==> src/hdl/nwg_pkg.sv <==
// Shared types and constants of the Nuttall window generator.
// No dependencies; every other file in hdl imports this package.
package nwg_pkg;

  // Fixed-point formats.
  localparam int FRAC_BITS = 30;
  localparam int COEF_BITS = 30;
  localparam int WORD_W    = 32;
  localparam int LEN_W     = 16;
  localparam int VALUE_W   = 31;
  localparam int INDEX_W   = 16;
  localparam int CFG_IDX_W = 3;
  localparam int COUNT_BITS_DEF = 16;

  // Window coefficients: a0 in Q.FRAC_BITS, a1..a3 in Q.COEF_BITS, rounded to nearest.
  localparam logic signed [63:0] A0_F =
      64'(((64'd355768 << FRAC_BITS) + 64'd500000) / 64'd1000000);
  localparam logic signed [63:0] A1_C =
      64'(((64'd487396 << COEF_BITS) + 64'd500000) / 64'd1000000);
  localparam logic signed [63:0] A2_C =
      64'(((64'd144232 << COEF_BITS) + 64'd500000) / 64'd1000000);
  localparam logic signed [63:0] A3_C =
      64'(((64'd12604 << COEF_BITS) + 64'd500000) / 64'd1000000);

  localparam logic signed [63:0] ONE_VAL = 64'sd1 <<< FRAC_BITS;
  localparam logic [VALUE_W-1:0] WIN_ONE = ONE_VAL[VALUE_W-1:0];

  // Rotator restart value: 1.0 saturated to a signed 32-bit word.
  localparam logic signed [WORD_W-1:0] ROT_ONE =
      (FRAC_BITS >= 31) ? 32'sh7FFF_FFFF : ONE_VAL[WORD_W-1:0];

  // Reset value of the step registers: 1.0 in Q1.30.
  localparam logic signed [WORD_W-1:0] STEP_ONE = 32'sh4000_0000;
  localparam logic [LEN_W-1:0] LEN_RESET = 16'd1024;

  typedef enum logic [CFG_IDX_W-1:0] {
    REG_WINDOW_LENGTH  = 3'd0,
    REG_COS_STEP_ONE   = 3'd1,
    REG_SIN_STEP_ONE   = 3'd2,
    REG_COS_STEP_TWO   = 3'd3,
    REG_SIN_STEP_TWO   = 3'd4,
    REG_COS_STEP_THREE = 3'd5,
    REG_SIN_STEP_THREE = 3'd6
  } cfg_reg_e;

  // Per-transaction control of a rotator.
  typedef struct packed {
    logic advance;  // a transaction is accepted this cycle
    logic restart;  // start from (1,0) before this sample
    logic rewind;   // return to (1,0) after this sample instead of turning
  } rot_ctrl_t;

  typedef struct packed {
    logic               last;
    logic [INDEX_W-1:0] sample_index;
    logic [VALUE_W-1:0] window_value;
  } out_item_t;

endpackage

==> src/hdl/nwg_window_sum.sv <==
// Weighted cosine sum of the three rotators, rounded and clamped to 0..1.0.
// Depends on nwg_pkg.
module nwg_window_sum import nwg_pkg::*; (
  input  logic signed [WORD_W-1:0] cos1_i,
  input  logic signed [WORD_W-1:0] cos2_i,
  input  logic signed [WORD_W-1:0] cos3_i,
  output logic [VALUE_W-1:0]       value_o
);

  localparam logic signed [63:0] HALF = 64'sd1 <<< (COEF_BITS - 1);

  logic signed [63:0] p1, p2, p3, acc, rnd, w;

  assign p1  = 64'(cos1_i) * A1_C;
  assign p2  = 64'(cos2_i) * A2_C;
  assign p3  = 64'(cos3_i) * A3_C;
  assign acc = p1 - p2 + p3;
  assign rnd = (acc + HALF) >>> COEF_BITS;
  assign w   = A0_F - rnd;

  always_comb begin
    if (w < 0) begin
      value_o = '0;
    end else if (w > ONE_VAL) begin
      value_o = WIN_ONE;
    end else begin
      value_o = w[VALUE_W-1:0];
    end
  end

endmodule

==> config.mk <==
export PLATFORM = sky130hd
export DESIGN_NAME = nwg_window_sum
export DESIGN_NICKNAME = d
export VERILOG_FILES = /design/src/hdl/nwg_pkg.sv /design/src/hdl/nwg_window_sum.sv
export SDC_FILE = /design/constraint.sdc
export NUM_CORES = 2
export LEC_CHECK = 0
export ABC_AREA = 1
export ABC_CLOCK_PERIOD_IN_PS = 21300
export BUFFER_PORTS_ARGS = -buffer_cell sky130_fd_sc_hd__buf_2
export CAP_MARGIN = 10
export CORE_ASPECT_RATIO = 0.5
export CORE_MARGIN = 2
export CORE_UTILIZATION = 45
export DETAILED_ROUTE_END_ITERATION = 8
export PLACE_DENSITY = 0.7
export SETUP_SLACK_MARGIN = 0.2
export SLEW_MARGIN = 20
export SYNTH_ARGS = -nofsm -noshare
export SYNTH_HDL_FRONTEND = slang
export SYNTH_SLANG_ARGS = --single-unit
==> constraint.sdc <==
create_clock -name vclk -period 21.3
set_clock_uncertainty 0.05 [all_clocks]
set_input_delay 2.13 -clock vclk [all_inputs]
set_output_delay 2.13 -clock vclk [all_outputs]
set_load 0.05 [all_outputs]
After elaboration in Yosys (flattened, before gate mapping):

Cells that the tools add are included.

* flip-flop bits (word level): 0

* add/subtract/negate cells: 4
* multipliers: 3
* order comparisons: 2
* muxes and demuxes: 2

Operators with widths (count)
* multiplier 32 x 29 -> 61 bit, second input constant: 2
* adder 63 x 57 -> 64 bit: 1
* adder 64 x 31 -> 64 bit, second input constant: 1
* subtractor 62 x 61 -> 63 bit: 1
* 2-to-1 mux 31 bit: 2
* multiplier 32 x 24 -> 56 bit, second input constant: 1
* greater-than comparator 35 x 32 -> 1 bit, second input constant: 1
* less-than comparator 35 x 1 -> 1 bit, second input constant: 1
* subtractor 30 x 34 -> 35 bit, first input constant: 1

Depth between registers and ports, before layout:

* depth after elaboration: 8
* mapped depth: 82

Worst setup path after synthesis:

Ideal clock, no wire load.

* path type: input to output
* start point: input port cos1_i[12]
* end point: output port value_o[10]
* arrival time: 15.406 ns
* data required time: 19.120 ns
* setup slack: 3.714 ns
* stages: 66
* buffers on the path: 1
* path through: fa_1 > inv_1 > fa_1 > inv_1 > fa_1 > inv_1 > fa_1 > inv_1 > fa_1 > inv_1 > fa_1 > inv_1 > fa_1 > inv_1 > fa_1 > inv_1 > ha_1 > nand2_1 > (+30 left out) > nand2_1 > and2_1 > ha_1 > nor2_2 > nand2_1 > nand3b_1 > nand3_1 > nand2_1 > nand2_1 > nand3_1 > nand2_1 > nand3_1 > o21ai_2 > a21boi_2 > nand2_1 > nand2_1 > buf_2 > nor2_1

* cells in the longest elaborated chain, start to end: 8
* elaborated cells on any way between the ends: 9

RTL lines
* start, declared: line nwg_window_sum.sv:4 `input logic signed [WORD_W-1:0] cos1_i,`
* multiplier 32 x 29 -> 61 bit (*): line nwg_window_sum.sv:14 `assign p1 = 64'(cos1_i) * A1_C;`
* subtractor 62 x 61 -> 63 bit (*): line nwg_window_sum.sv:17 `assign acc = p1 - p2 + p3;`
* adder 63 x 57 -> 64 bit (*): line nwg_window_sum.sv:17
* adder 64 x 31 -> 64 bit (*): line nwg_window_sum.sv:18 `assign rnd = (acc + HALF) >>> COEF_BITS;`
* subtractor 30 x 34 -> 35 bit (*): line nwg_window_sum.sv:19 `assign w = A0_F - rnd;`
* greater-than comparator 35 x 32 -> 1 bit: line nwg_window_sum.sv:24 `end else if (w > ONE_VAL) begin`
* 2-to-1 mux 31 bit: line nwg_window_sum.sv:24
* 2-to-1 mux 31 bit (*): line nwg_window_sum.sv:22 `if (w < 0) begin`
* end, declared: line nwg_window_sum.sv:7 `output logic [VALUE_W-1:0] value_o`

Mark *: on every way between the ends. The rest lies on a longest branch, timed or not.

Final worst setup path:

* start point: input port cos1_i[6]
* end point: output port value_o[7]

Same word-level chain as after synthesis.

==> flow_summary_export.csv <==
group,metric,value,unit
run_status,run_status,"complete, no violations",
final_layout,n_clock_buffer,0,
synth,synth_top_family_by_area,"adder cells",
global_route,first_global_vias,42972,
final_layout,regArea,0,um^2
drt,drt_wl_total,153000,um
drt,antenna_violating_nets_post_route,0,
drt,vias_per_cell,4.94,
final_layout,final_cell_area,58200,um^2
global_route,gr-total-overflow,0,
clock_tree,holdBufCountCts,0,
final_layout,drive_above_1_share,3.98,%
timing,setup_violations,0,
setup_path,cp-endpoint,"value_o[7]",
global_route,grt_start_max_net_pins,68,
floorplan,ios,127,
drt,drt-initial-drc-count,3127,
placement,gp_congestion,1.02,
floorplan,die_h,252,um
synth,avgSynthCellArea,8.59,um^2
clock_tree,cts_setup_buffers,0,
worst_hold_path,hp-class,"in -> out",
floorplan,die_w,501,um
placement,place_area,58200,um^2
synth,synthDistinctLibCells,50,
timing,final_hold_viol_count,0,
timing,finalCritPeriodShare,91.5,%
timing,relSlewSlack,30.0,%
synth,muxShareOfSynthArea,0,%
synth,syn_area,55500,um^2
synth,synthAdderAreaFrac,67.1,%
drt,drtPass1Iterations,6,
final_layout,syn_to_final_growth,4.78,%
setup_path,start_kind,"primary input",
synth,synthCells,6469,
flow_run,drv_cap,0,
timing,fin_tns_setup,0,ps
final_layout,fill_cells,11758,
setup_path,critical_path.max_fanout,29,
final_layout,finalNetCount,8913,
timing,max_freq,0.0513,GHz
final_layout,multiInputGateArea,47200,um^2
setup_path,slowest_stage,"xor2_1",
synth,synth-compound-area-share,4.13,%
placement,dpl.hpwl,143000,um
setup_path,cp-end-kind,"primary output",
floorplan,core,123000,um^2
timing,max_slew.worst_pin.slew,1040,ps
setup_path,required,19120,ps
global_route,grt_first_pass_wirelength,243000,um
timing,rsz0062_at_grt,"no",
drt,drc_errors,0,
global_route,grt_usage,25.1,%
final_layout,flops_and_latches,0,
synth,post-synth-top-area-cell,"fa_1",
setup_path,path_class,"in -> out",
synth,syn-num-nets,8789,
setup_path,cp.arrival,17310,ps
timing,finalCriticalPeriod,19490,ps
floorplan,std_cell_rows,91,
global_route,antenna_found_initial,8,
floorplan,initial_core_util,45.2,%
drt,vias,40569,
setup_path,startpoint,"cos1_i[6]",
synth,synth_area_leaders,"fa_1, ha_1, inv_1",
floorplan,die_area,126000,um^2
drt,wire_per_inst,18.7,um
synth,synth_top_cell_area_share,45.3,%
synth,synth-xor-area-share,2.76,%
synth,synth-simple-area-share,10.9,%
timing,finalMaxSlewViolations,0,
setup_path,slowest_delay,820,ps
clock_tree,cts_resized,0,
synth,yosysWarnings,0,
placement,port_buffers,127,
synth,yosysSeqAreaShare,0,%
-- cell usage in the layout, fill, tap and decap left out, types with 4 or more instances in the layout --
cell type  Yosys  routed
a21boi_0       6       6
a21o_1         7       7
a21oi_1      211     211
a31oi_1       23      23
buf_2          1     125
buf_4          0       6
clkinv_1       4       5
fa_1        1256    1256
ha_1         968     968
inv_1       2187    2186
inv_2         25      25
nand2_1      883     882
nand2_2       28      29
nand3_1      146     146
nand3_2        4       4
nand3b_1      10      10
nand4_1       24      24
nor2_1       250     250
nor2_2        29      29
nor2_4        13      13
nor3_1        18      18
nor4_1         6       6
o211ai_1      13      13
o21a_1        12      12
o21ai_0       86      86
o21ai_1        6       6
o21bai_1      14      14
o221ai_1       5       5
o31ai_1        7       7
or2_2         18      18
xnor2_1       64      64
xor2_1       111     111
-- cell families (layout without fill, tap and decap cells) --
kind of cell	count (synthesis)	count (layout)
adder cells (fa/ha/maj)	2225	2225
other	0	2
buffers and inverters	2225	2347
AND/OR/NAND/NOR	1438	1438
AO/OA/AOI/OAI	406	406
XOR/XNOR	175	175
-- layout make-up --
class                           count  share of cell area (%)
Inverter                         2216                    14.3
Tap cell                         1627                    3.50
Antenna cell                        2                 0.00860
Timing Repair Buffer              131                    1.15
Multi-Input combinational cell   4244                    81.0
-- how the worst min path moves through the flow --
stage | start | to | slack [ps] | cells past startpoint
floorplan | cos2_i[31] | value_o[30] | 5090 | 7
global placement | cos2_i[31] | value_o[0] | 5840 | 10
detailed placement | cos2_i[31] | value_o[0] | 5840 | 10
CTS | cos2_i[31] | value_o[0] | 5850 | 10
global route | cos2_i[31] | value_o[0] | 5960 | 10
finish | cos2_i[31] | value_o[0] | 5840 | 10
-- through the flow --
| step | instances | setup slack [ps] | hold WS, ps | utilization, % |
|---|---|---|---|---|
| 6_report | 8220 | 1810 | 5840 | 47.4 |
| 5_1_grt | 8219 | 913 | 5960 | 47.4 |
| 4_1_cts | 8218 | 1600 | 5850 | 47.4 |
| 3_5_place_dp | 8218 | 1610 | 5840 | 47.4 |
| 3_3_place_gp | 8218 | 1640 | 5840 | 47.4 |
| 2_1_floorplan | 6469 | 3710 | 5090 | - |
-- critical path: cells and delay by family --
family          cells  cell delay [ps]
compound gates      5             1490
fa+ha+maj          19             8380
xor+xnor            1              820
buf+inv            11             1340
simple gates       24             3160
-- layer usage --
layer  up-vias  GRT usage [%]  part of all wire (%)
li1      19175              -                     -
met1     19862           36.3                    45
met2      1340           39.8                    44
met3       192           3.47                   7.7
met4         0           6.12                   3.2
met5         -              0                     0
-- cell usage after synthesis, types with 5 or more instances --
cell type,count
a21oi_1,211
xor2_1,111
nor2_1,250
fa_1,1256
o31ai_1,7
a21boi_0,6
a31oi_1,23
o211ai_1,13
or2_2,18
ha_1,968
nor4_1,6
o21ai_1,6
a21o_1,7
inv_2,25
inv_1,2187
nand3_1,146
nand2_1,883
nand3b_1,10
nand4_1,24
o21bai_1,14
o21ai_0,86
xnor2_1,64
nor2_2,29
o21a_1,12
nor3_1,18
o221ai_1,5
nor2_4,13
nand2_2,28
