`config.mk`:
```
export PLATFORM = sky130hd
export DESIGN_NAME = nwg_out_buffer
export DESIGN_NICKNAME = d
export VERILOG_FILES = /design/src/hdl/nwg_pkg.sv /design/src/hdl/nwg_out_buffer.sv
export SDC_FILE = /design/constraint.sdc
export NUM_CORES = 1
export LEC_CHECK = 0
export BUFFER_PORTS_ARGS = -buffer_cell sky130_fd_sc_hd__buf_2
export CAP_MARGIN = 10
export CORE_UTILIZATION = 30
export CTS_BUF_LIST = sky130_fd_sc_hd__clkbuf_8
export CTS_CLUSTER_SIZE = 40
export DETAILED_ROUTE_END_ITERATION = 6
export PLACE_DENSITY = 0.61
export SKIP_LAST_GASP = 1
export SLEW_MARGIN = 5
export SYNTH_ARGS = -nofsm -noshare
export SYNTH_HDL_FRONTEND = slang
export SYNTH_SLANG_ARGS = --single-unit
```
`constraint.sdc`:
```
create_clock -name clk_i -period 5.64 [get_ports clk_i]
set_input_delay 0.846 -clock clk_i [delete_from_list [all_inputs] [get_ports clk_i]]
set_output_delay 0.846 -clock clk_i [all_outputs]
set_load 0.01 [all_outputs]
```
`src/hdl/nwg_pkg.sv`:
```
// Shared types and constants of the Nuttall window generator.
// No dependencies; every other file in hdl imports this package.
package nwg_pkg;

  // Fixed-point formats.
  localparam int FRAC_BITS = 30;
  localparam int COEF_BITS = 30;
  localparam int WORD_W    = 32;
  localparam int LEN_W     = 16;
  localparam int VALUE_W   = 31;
  localparam int INDEX_W   = 16;
  localparam int CFG_IDX_W = 3;
  localparam int COUNT_BITS_DEF = 16;

  // Window coefficients: a0 in Q.FRAC_BITS, a1..a3 in Q.COEF_BITS, rounded to nearest.
  localparam logic signed [63:0] A0_F =
      64'(((64'd355768 << FRAC_BITS) + 64'd500000) / 64'd1000000);
  localparam logic signed [63:0] A1_C =
      64'(((64'd487396 << COEF_BITS) + 64'd500000) / 64'd1000000);
  localparam logic signed [63:0] A2_C =
      64'(((64'd144232 << COEF_BITS) + 64'd500000) / 64'd1000000);
  localparam logic signed [63:0] A3_C =
      64'(((64'd12604 << COEF_BITS) + 64'd500000) / 64'd1000000);

  localparam logic signed [63:0] ONE_VAL = 64'sd1 <<< FRAC_BITS;
  localparam logic [VALUE_W-1:0] WIN_ONE = ONE_VAL[VALUE_W-1:0];

  // Rotator restart value: 1.0 saturated to a signed 32-bit word.
  localparam logic signed [WORD_W-1:0] ROT_ONE =
      (FRAC_BITS >= 31) ? 32'sh7FFF_FFFF : ONE_VAL[WORD_W-1:0];

  // Reset value of the step registers: 1.0 in Q1.30.
  localparam logic signed [WORD_W-1:0] STEP_ONE = 32'sh4000_0000;
  localparam logic [LEN_W-1:0] LEN_RESET = 16'd1024;

  typedef enum logic [CFG_IDX_W-1:0] {
    REG_WINDOW_LENGTH  = 3'd0,
    REG_COS_STEP_ONE   = 3'd1,
    REG_SIN_STEP_ONE   = 3'd2,
    REG_COS_STEP_TWO   = 3'd3,
    REG_SIN_STEP_TWO   = 3'd4,
    REG_COS_STEP_THREE = 3'd5,
    REG_SIN_STEP_THREE = 3'd6
  } cfg_reg_e;

  // Per-transaction control of a rotator.
  typedef struct packed {
    logic advance;  // a transaction is accepted this cycle
    logic restart;  // start from (1,0) before this sample
    logic rewind;   // return to (1,0) after this sample instead of turning
  } rot_ctrl_t;

  typedef struct packed {
    logic               last;
    logic [INDEX_W-1:0] sample_index;
    logic [VALUE_W-1:0] window_value;
  } out_item_t;

endpackage

```
`src/hdl/nwg_out_buffer.sv`:
```
// Two-entry output register with skid stage for the result stream.
// Depends on nwg_pkg.
module nwg_out_buffer import nwg_pkg::*; (
  input  logic      clk_i,
  input  logic      rst_ni,
  input  logic      in_valid_i,
  output logic      in_ready_o,
  input  out_item_t in_item_i,
  output logic      out_valid_o,
  input  logic      out_ready_i,
  output out_item_t out_item_o
);

  logic      main_valid_q, skid_valid_q;
  out_item_t main_q, skid_q;
  logic      push, pop;

  assign in_ready_o  = !skid_valid_q;
  assign push        = in_valid_i && in_ready_o;
  assign pop         = main_valid_q && out_ready_i;
  assign out_valid_o = main_valid_q;
  assign out_item_o  = main_q;

  always_ff @(posedge clk_i or negedge rst_ni) begin
    if (!rst_ni) begin
      main_valid_q <= 1'b0;
      skid_valid_q <= 1'b0;
    end else if (pop) begin
      if (skid_valid_q) begin
        skid_valid_q <= 1'b0;
      end else begin
        main_valid_q <= push;
      end
    end else if (push) begin
      if (main_valid_q) begin
        skid_valid_q <= 1'b1;
      end else begin
        main_valid_q <= 1'b1;
      end
    end
  end

  always_ff @(posedge clk_i) begin
    if (pop) begin
      if (skid_valid_q) begin
        main_q <= skid_q;
      end else if (push) begin
        main_q <= in_item_i;
      end
    end else if (push) begin
      if (main_valid_q) begin
        skid_q <= in_item_i;
      end else begin
        main_q <= in_item_i;
      end
    end
  end

endmodule

```
# Word-level counts from Yosys, hierarchy flattened
# Cells that the tools add are included.
[totals]
ff_bits = 98
in_bits = 52
out_inout_bits = 50
wordCells = 32
[classes]
eq_ne = 2
n_mux = 11
bitwise = 1
reduce_logical = 10
[op_table]
columns = ["cell", "n"]
rows = [
  ["two-way mux 48 bit", 5],
  ["two-way mux 1 bit", 6],
  ["AND reduction 3 bit", 2],
  ["nonzero test 2 bit", 3],
  ["AND reduction 2 bit", 2],
  ["logical AND 1 bit", 2],
  ["inequality test 2 x 1 -> 1 bit, second input constant", 1],
  ["inequality test 2 bit, second input constant", 1],
  ["zero test 1 bit", 1],
  ["NOT 1 bit", 1],
]

# Longest topological paths before layout
# Gate-level depths: netlist of the first run.
[logic_depth]
depth_word = 5
ltp_mapped = 4
mapped_depth_nobuf = 2

# Worst setup path before layout of the first run
# No wires, ideal clock.
[synth_path]
path_kind = "input to register"
startpoint = "input port out_ready_i"
endpoint = "register skid_q[0] (netlist name) (enable)"
setup_time_ps = 575
t_arrival_ps = 5517
required_ps = 5065
setup_slack_ps = -452
stages = 1
n_path_buf = 0
path_cell_list = "nor4bb_1"
[synth_via]
elab_chain_len = 3
[synth_rtl]
columns = ["element", "line", "source"]
rows = [
  ["from (decl)", "nwg_out_buffer.sv:10", "input logic out_ready_i,"],
  ["logical AND 1 bit", "nwg_out_buffer.sv:20", "assign pop = main_valid_q && out_ready_i;"],
  ["NOT 1 bit (no source line)", "-", ""],
  ["AND reduction 3 bit (no source line)", "-", ""],
  ["to (signal assigned)", "nwg_out_buffer.sv:52", "skid_q <= in_item_i;"],
  ["to (decl)", "nwg_out_buffer.sv:15", "out_item_t main_q, skid_q;"],
]
# No other way between the ends.
# A chain may end at the register's enable or synchronous reset.

# Final worst setup path of the first run
[layout_path]
startpoint = "input port out_ready_i"
endpoint = "register main_q (netlist bit out_item_o[23]) (data pin)"
[layout_via]
elab_chain_len = 2
[layout_rtl]
columns = ["element", "line", "source"]
rows = [
  ["logical AND 1 bit", "nwg_out_buffer.sv:20", ""],
  ["two-way mux 48 bit", "nwg_out_buffer.sv:44", "if (pop) begin"],
  ["to (signal assigned)", "nwg_out_buffer.sv:46", "main_q <= skid_q;"],
  ["to (signal assigned)", "nwg_out_buffer.sv:48", "main_q <= in_item_i;"],
  ["to (signal assigned)", "nwg_out_buffer.sv:54", "main_q <= in_item_i;"],
  ["to (decl)", "nwg_out_buffer.sv:15", ""],
]
# No other way between the ends.

==> results.json, run 1 <==
{
  "run_status": "finished, final reports clean",
  "grtUsageTotal": 0.108,
  "post_synthesis_sequential_element_count": 98,
  "die_y_um": 112,
  "layout-area-overhead-vs-synth_pct": 24.2,
  "synth_warnings": 0,
  "cts.repair_timing.setup_buffer_count": 0,
  "hpwlAfterDp_mm": 4.09,
  "tritoncts": "built",
  "grt_pass1_wl_mm": 10.0,
  "timing_max_transition_violations_final": 0,
  "synth_top_area_share": 0.788,
  "grt_setup_unrepaired": "false",
  "post_drt_wl_per_cell_um": 15.4,
  "num_io_pins": 102,
  "cts_hold_buf": 0,
  "cts_max_level": 3,
  "timing.fmax_mhz": 470,
  "area_occupied_by_multi_input_gates_um2": 702,
  "cts.reportedPaths.clkPinSlew_ps": 90,
  "powerDensity_nw_per_um2": 445,
  "drc": 0,
  "synth.area.top_cells": "sky130_fd_sc_hd__edfxtp_1 (79%), sky130_fd_sc_hd__mux2_2 (8.6%), sky130_fd_sc_hd__mux2_4 (8.2%), sky130_fd_sc_hd__dfrtp_1 (1.4%), sky130_fd_sc_hd__buf_6 (0.92%)",
  "worstReg2RegStart": "skid_valid_q",
  "synth_async_sr_flop_share": 0.0204,
  "yosysSeqAreaShare": 0.802,
  "synth_area_um2": 3660,
  "start_util": 0.314,
  "vdd_drop_max_uv": 527,
  "timing.clock.skew_ps": 10.5,
  "worstSetupStartpoint": "out_ready_i",
  "dr.pass1.iters": 4,
  "layout_min_cycle_time_ps": 2130,
  "synth_cells": 161,
  "path_max_fanout": 48,
  "fin_setup_tns_ps": 0,
  "chipWidth_um": 112,
  "final_layout_size_suffix_gt1_frac": 0.605,
  "max_slew.worst_pin.slew_ps": 862,
  "buffer_ports.inserted": 101,
  "cp_cell_sequence": "buf_2 -> nand3_4 -> mux2_2",
  "antenna_found_initial": 0,
  "drt_first_iter_violations": 105,
  "cts_max_path_buffers": 2,
  "timing.final.crit_share": 0.377,
  "cpPeakStageDelay_ps": 620,
  "final_hold_viol_count": 0,
  "arrival_time_worst_endpoint_ps": 2240,
  "worstHoldPathType": "input port to async pin",
  "yosysTopAreaCell": "sky130_fd_sc_hd__edfxtp_1",
  "fin_total_pwr_mw": 2.02,
  "cap_violations": 0,
  "critical_path_launch_point_type": "input port",
  "count_of_antenna_diodes_in_the_layout": 0,
  "slew_headroom": 0.425,
  "root_buffer": "sky130_fd_sc_hd__clkbuf_8",
  "critical_path_class": "input port to register",
  "synthesized_netlist_net_count": 213,
  "core_region_area_um2": 11700,
  "num_vias": 1842,
  "leak_pwr_nw": 1.77,
  "floorplan.die_area_um2": 12600,
  "globalRouteOverflowTotal": 0,
  "place_congestion": 0.607,
  "post_synth_edffs": 96,
  "fillers": 1087,
  "post-synth-top-count-cell": "sky130_fd_sc_hd__edfxtp_1",
  "route.detailed.vias_per_inst": 4.40,
  "critical-path-slowest-cell": "sky130_fd_sc_hd__nand3_4",
  "worst_setup_path_end_kind": "register",
  "yosysUniqueCellTypes": 15,
  "synth_commonest_cells": "sky130_fd_sc_hd__edfxtp_1 (96), sky130_fd_sc_hd__mux2_2 (28), sky130_fd_sc_hd__mux2_4 (20)",
  "reg2reg_setup_slack_ps": 3560,
  "first_global_vias": 1913,
  "ant_nets": 0,
  "maximum_number_of_pins_on_one_net_before_global_route_repair": 49,
  "design.final.nets": 323,
  "synth-main-ff-cell": "sky130_fd_sc_hd__edfxtp_1",
  "routed_wire_length_mm": 6.46,
  "rows": 39,
  "cts-buffers-inserted": 9,
  "timing.critical_path.required_ps": 5750,
  "final-seq-area_um2": 2930,
  "setup_viol": 0,
  "synthesis.area_per_instance_um2": 22.7,
  "cts_resized": 0,
  "worstSkewPairLatency_ps": 360,
  "cts_sinks": 98
}
[per-stage QoR]
step | instance area (um2) | setup slack [ps] | std cells | util | hold WS (ps)
2_1_floorplan | 3660 | 1460 | 161 | - | 525
3_3_place_gp | 4340 | 3110 | 402 | 0.372 | 529
3_5_place_dp | 4340 | 2990 | 402 | 0.372 | 534
4_1_cts | 4520 | 3400 | 418 | 0.388 | 211
5_1_grt | 4540 | 3450 | 419 | 0.390 | 214
6_report | 4540 | 3510 | 419 | 0.390 | 244
[power breakdown]
| group | switching (mW) | internal [mW] | leakage (nW) |
|---|---|---|---|
| Clock | 0.232 | 0.200 | 0.0931 |
| Sequential | 0.0572 | 1.03 | 0.918 |
| Combinational | 0.280 | 0.224 | 0.758 |
[cell type report]
type	instances	area share
clock buffers	9	0.0273
inverters	1	0.000826
clock inverters	7	0.0135
repair buffers	104	0.119
flip-flops and latches	98	0.646
well taps	143	0.0394
multi-input cells	57	0.155
[worst max-delay path, delay by kind of cell]
kind | cells | cell delay (ps)
buffers and inverters | 1 | 160
AND/OR/NAND/NOR | 1 | 620
multiplexers | 1 | 550
[layer usage]
layer / vias up / wire length [um] / global-route usage
met5: - / 0 / 0
met4: 0 / 115 / 0.0480
met3: 11 / 392 / 0.0454
met2: 70 / 2980 / 0.164
met1: 906 / 2970 / 0.134
li1: 855 / - / -
[placed cells by master (no fill, tap or decap), drive strengths merged, types with 2 or more instances in the layout]
cell type  instances
mux2              48
clkbuf             9
dfrtp              2
nor2               2
edfxtp            96
clkinv             4
inv                2
buf              104
[flip-flops by register name (all words and copies together), names as in the netlist]
signal,cells
out_item_o,48
out_valid_o,1
skid_q,48
skid_valid_q,1
[cells by family (layout without fill, tap and decap cells)]
logic type / count (synthesis) / in the layout / synth area share
flip-flops: 98 / 98 / 0.802
multiplexers: 48 / 48 / 0.168
AND/OR/NAND/NOR: 6 / 6 / 0.0109
buffers and inverters: 6 / 121 / 0.0130
AO/OA/AOI/OAI: 3 / 3 / 0.00616
[path summary, 6_finish.rpt]
path	to	depth (start not counted)
max	out_item_o[23]	3
min	skid_valid_q	1
max reg2reg	out_item_o[23]	2
min reg2reg	out_item_o[41]	1
max in group asynchronous	out_valid_o	1
min in group clk_i	out_item_o[41]	1
Note: power is estimated with default switching activity, not from simulation.
==> run 2, diff against run 1 <==
- PLACE_DENSITY: 0.61 -> 0.59
- clock period: 5.64 -> 2.05 ns (I/O delays scaled with it)
==> results.json, run 2 (same netlist as run 1, synthesis figures left out) <==
{
  "worstSkewPairLatency_ps": 370,
  "path_max_fanout": 24,
  "ant_nets": 0,
  "power.share.combinational": 0.248,
  "die_y_um": 112,
  "place_area_um2": 4380,
  "internal-power_mw": 4.00,
  "root_buffer": "sky130_fd_sc_hd__clkbuf_8",
  "grt_setup_unrepaired": "false",
  "design.final.nets": 327,
  "fin_total_pwr_mw": 5.57,
  "fin_cells": 423,
  "dr.pass1.iters": 4,
  "cap_violations": 0,
  "cts.reportedPaths.clkPinSlew_ps": 90,
  "timing.fmax_mhz": 627,
  "tritoncts": "built",
  "place_congestion": 0.666,
  "p_sw_mw": 1.58,
  "layout_min_cycle_time_ps": 1590,
  "drt_first_iter_violations": 88,
  "start_util": 0.314,
  "chipWidth_um": 112,
  "p_seq_frac": 0.536,
  "num_io_pins": 102,
  "sw_frac_of_total": 0.283,
  "route.detailed.vias_per_inst": 4.40,
  "timing.final.crit_share": 0.778,
  "final_area_um2": 4580,
  "grt_pass1_wl_mm": 10.1,
  "layout_commonest_cell": "sky130_fd_sc_hd__buf_2",
  "count_of_antenna_diodes_in_the_layout": 0,
  "cts_max_level": 3,
  "final_hold_viol_count": 0,
  "hpwlAfterDp_mm": 4.36,
  "grtUsageTotal": 0.111,
  "placed_cells": 406,
  "worstHoldPathType": "input port to register",
  "rows": 39,
  "core_region_area_um2": 11700,
  "worst_setup_path_end_kind": "register",
  "timing.clock.skew_ps": 9.65,
  "final_layout_size_suffix_gt1_frac": 0.618,
  "layout.cells.most_common_list": "sky130_fd_sc_hd__buf_2 (101), sky130_fd_sc_hd__edfxtp_1 (96), sky130_fd_sc_hd__mux2_2 (28)",
  "fin_setup_tns_ps": 0,
  "critical_path_class": "register to register",
  "whs_ps": 117,
  "num_vias": 1860,
  "post_drt_wl_per_cell_um": 15.3,
  "timing.critical_path.required_ps": 2180,
  "arrival_time_worst_endpoint_ps": 1720,
  "first_global_vias": 1947,
  "cts_resized": 0,
  "routed_wire_length_mm": 6.46,
  "max_slew.worst_pin.slew_ps": 369,
  "setup_viol": 0,
  "maximum_number_of_pins_on_one_net_before_global_route_repair": 27,
  "globalRouteOverflowTotal": 0,
  "leak_pwr_nw": 1.80,
  "slew_headroom": 0.754,
  "buffer_ports.inserted": 101,
  "drc": 0,
  "floorplan.die_area_um2": 12600,
  "layout-area-overhead-vs-synth_pct": 25.1,
  "critical_path_launch_point_type": "register",
  "antenna_found_initial": 0,
  "timing_max_transition_violations_final": 0,
  "cts_max_path_buffers": 2,
  "cts_sinks": 98,
  "vdd_drop_max_uv": 652,
  "run_status": "finished, final reports clean",
  "cts-buffers-inserted": 9,
  "powerDensity_nw_per_um2": 1220,
  "clockPowerShare": 0.217
}
-- run 2: through the flow --
step                      setup WS, ps   util
after floorplan                   -512      -
final                              456  0.392
after detailed placement           450  0.376
after global routing               383  0.392
after CTS                          434  0.392
after global placement             496  0.376
-- run 2: final timing paths --
check / depth (start not counted) / end / startpoint / slack, ps
hold reg to reg: 1 / out_item_o[36] / skid_q[36] / 550
hold / removal: 1 / skid_q[4] / in_item_i[4] / 120
min in group asynchronous: 2 / skid_valid_q / rst_ni / 240
setup reg to reg: 3 / out_item_o[20] / out_valid_o / 460
max in group asynchronous: 2 / skid_valid_q / rst_ni / 1710
setup / recovery: 3 / out_item_o[20] / out_valid_o / 460
-- run 2: critical path, cell delays in order (launching register included) --
cell and delay [ps]:
sky130_fd_sc_hd__dfrtp_1 470, sky130_fd_sc_hd__nand3_4 130, sky130_fd_sc_hd__buf_4 350, sky130_fd_sc_hd__mux2_2 390
-- run 2: power groups by stage --
| stage | combinational (mW) | sequential (mW) | clock [mW] |
|---|---|---|---|
| 6_report | 1.38 | 2.99 | 1.21 |
| 5_1_grt | 1.51 | 3.04 | 1.35 |
| 4_1_cts | 1.42 | 3.00 | 1.27 |
| 3_5_place_dp | 1.42 | 3.04 | 0 |
| 3_3_place_gp | 1.40 | 3.02 | 0 |
| 2_1_floorplan | 0.640 | 3.21 | 0 |
-- run 2: timing repair --
item	CTS	global route
setup buffers	0	0
hold endpoints to repair	2	0
hold buffers	1	0
-- run 2: per-layer routing --
layer	GRT usage	vias to the layer above	part of all wire
met4	0.0756	0	0.031
met3	0.0437	16	0.061
met2	0.165	66	0.47
met5	0	-	0
li1	-	867	-
met1	0.133	911	0.44
-- run 2: layout make-up --
cell class                      instances  area [um2]
Clock inverter                          7        61.3
Clock buffer                            9         124
Sequential cell                        98        2930
Tap cell                              143         179
Inverter                                1        3.75
Timing Repair Buffer                  108         573
Fill cell                            1074        7090
Multi-Input combinational cell         57         702
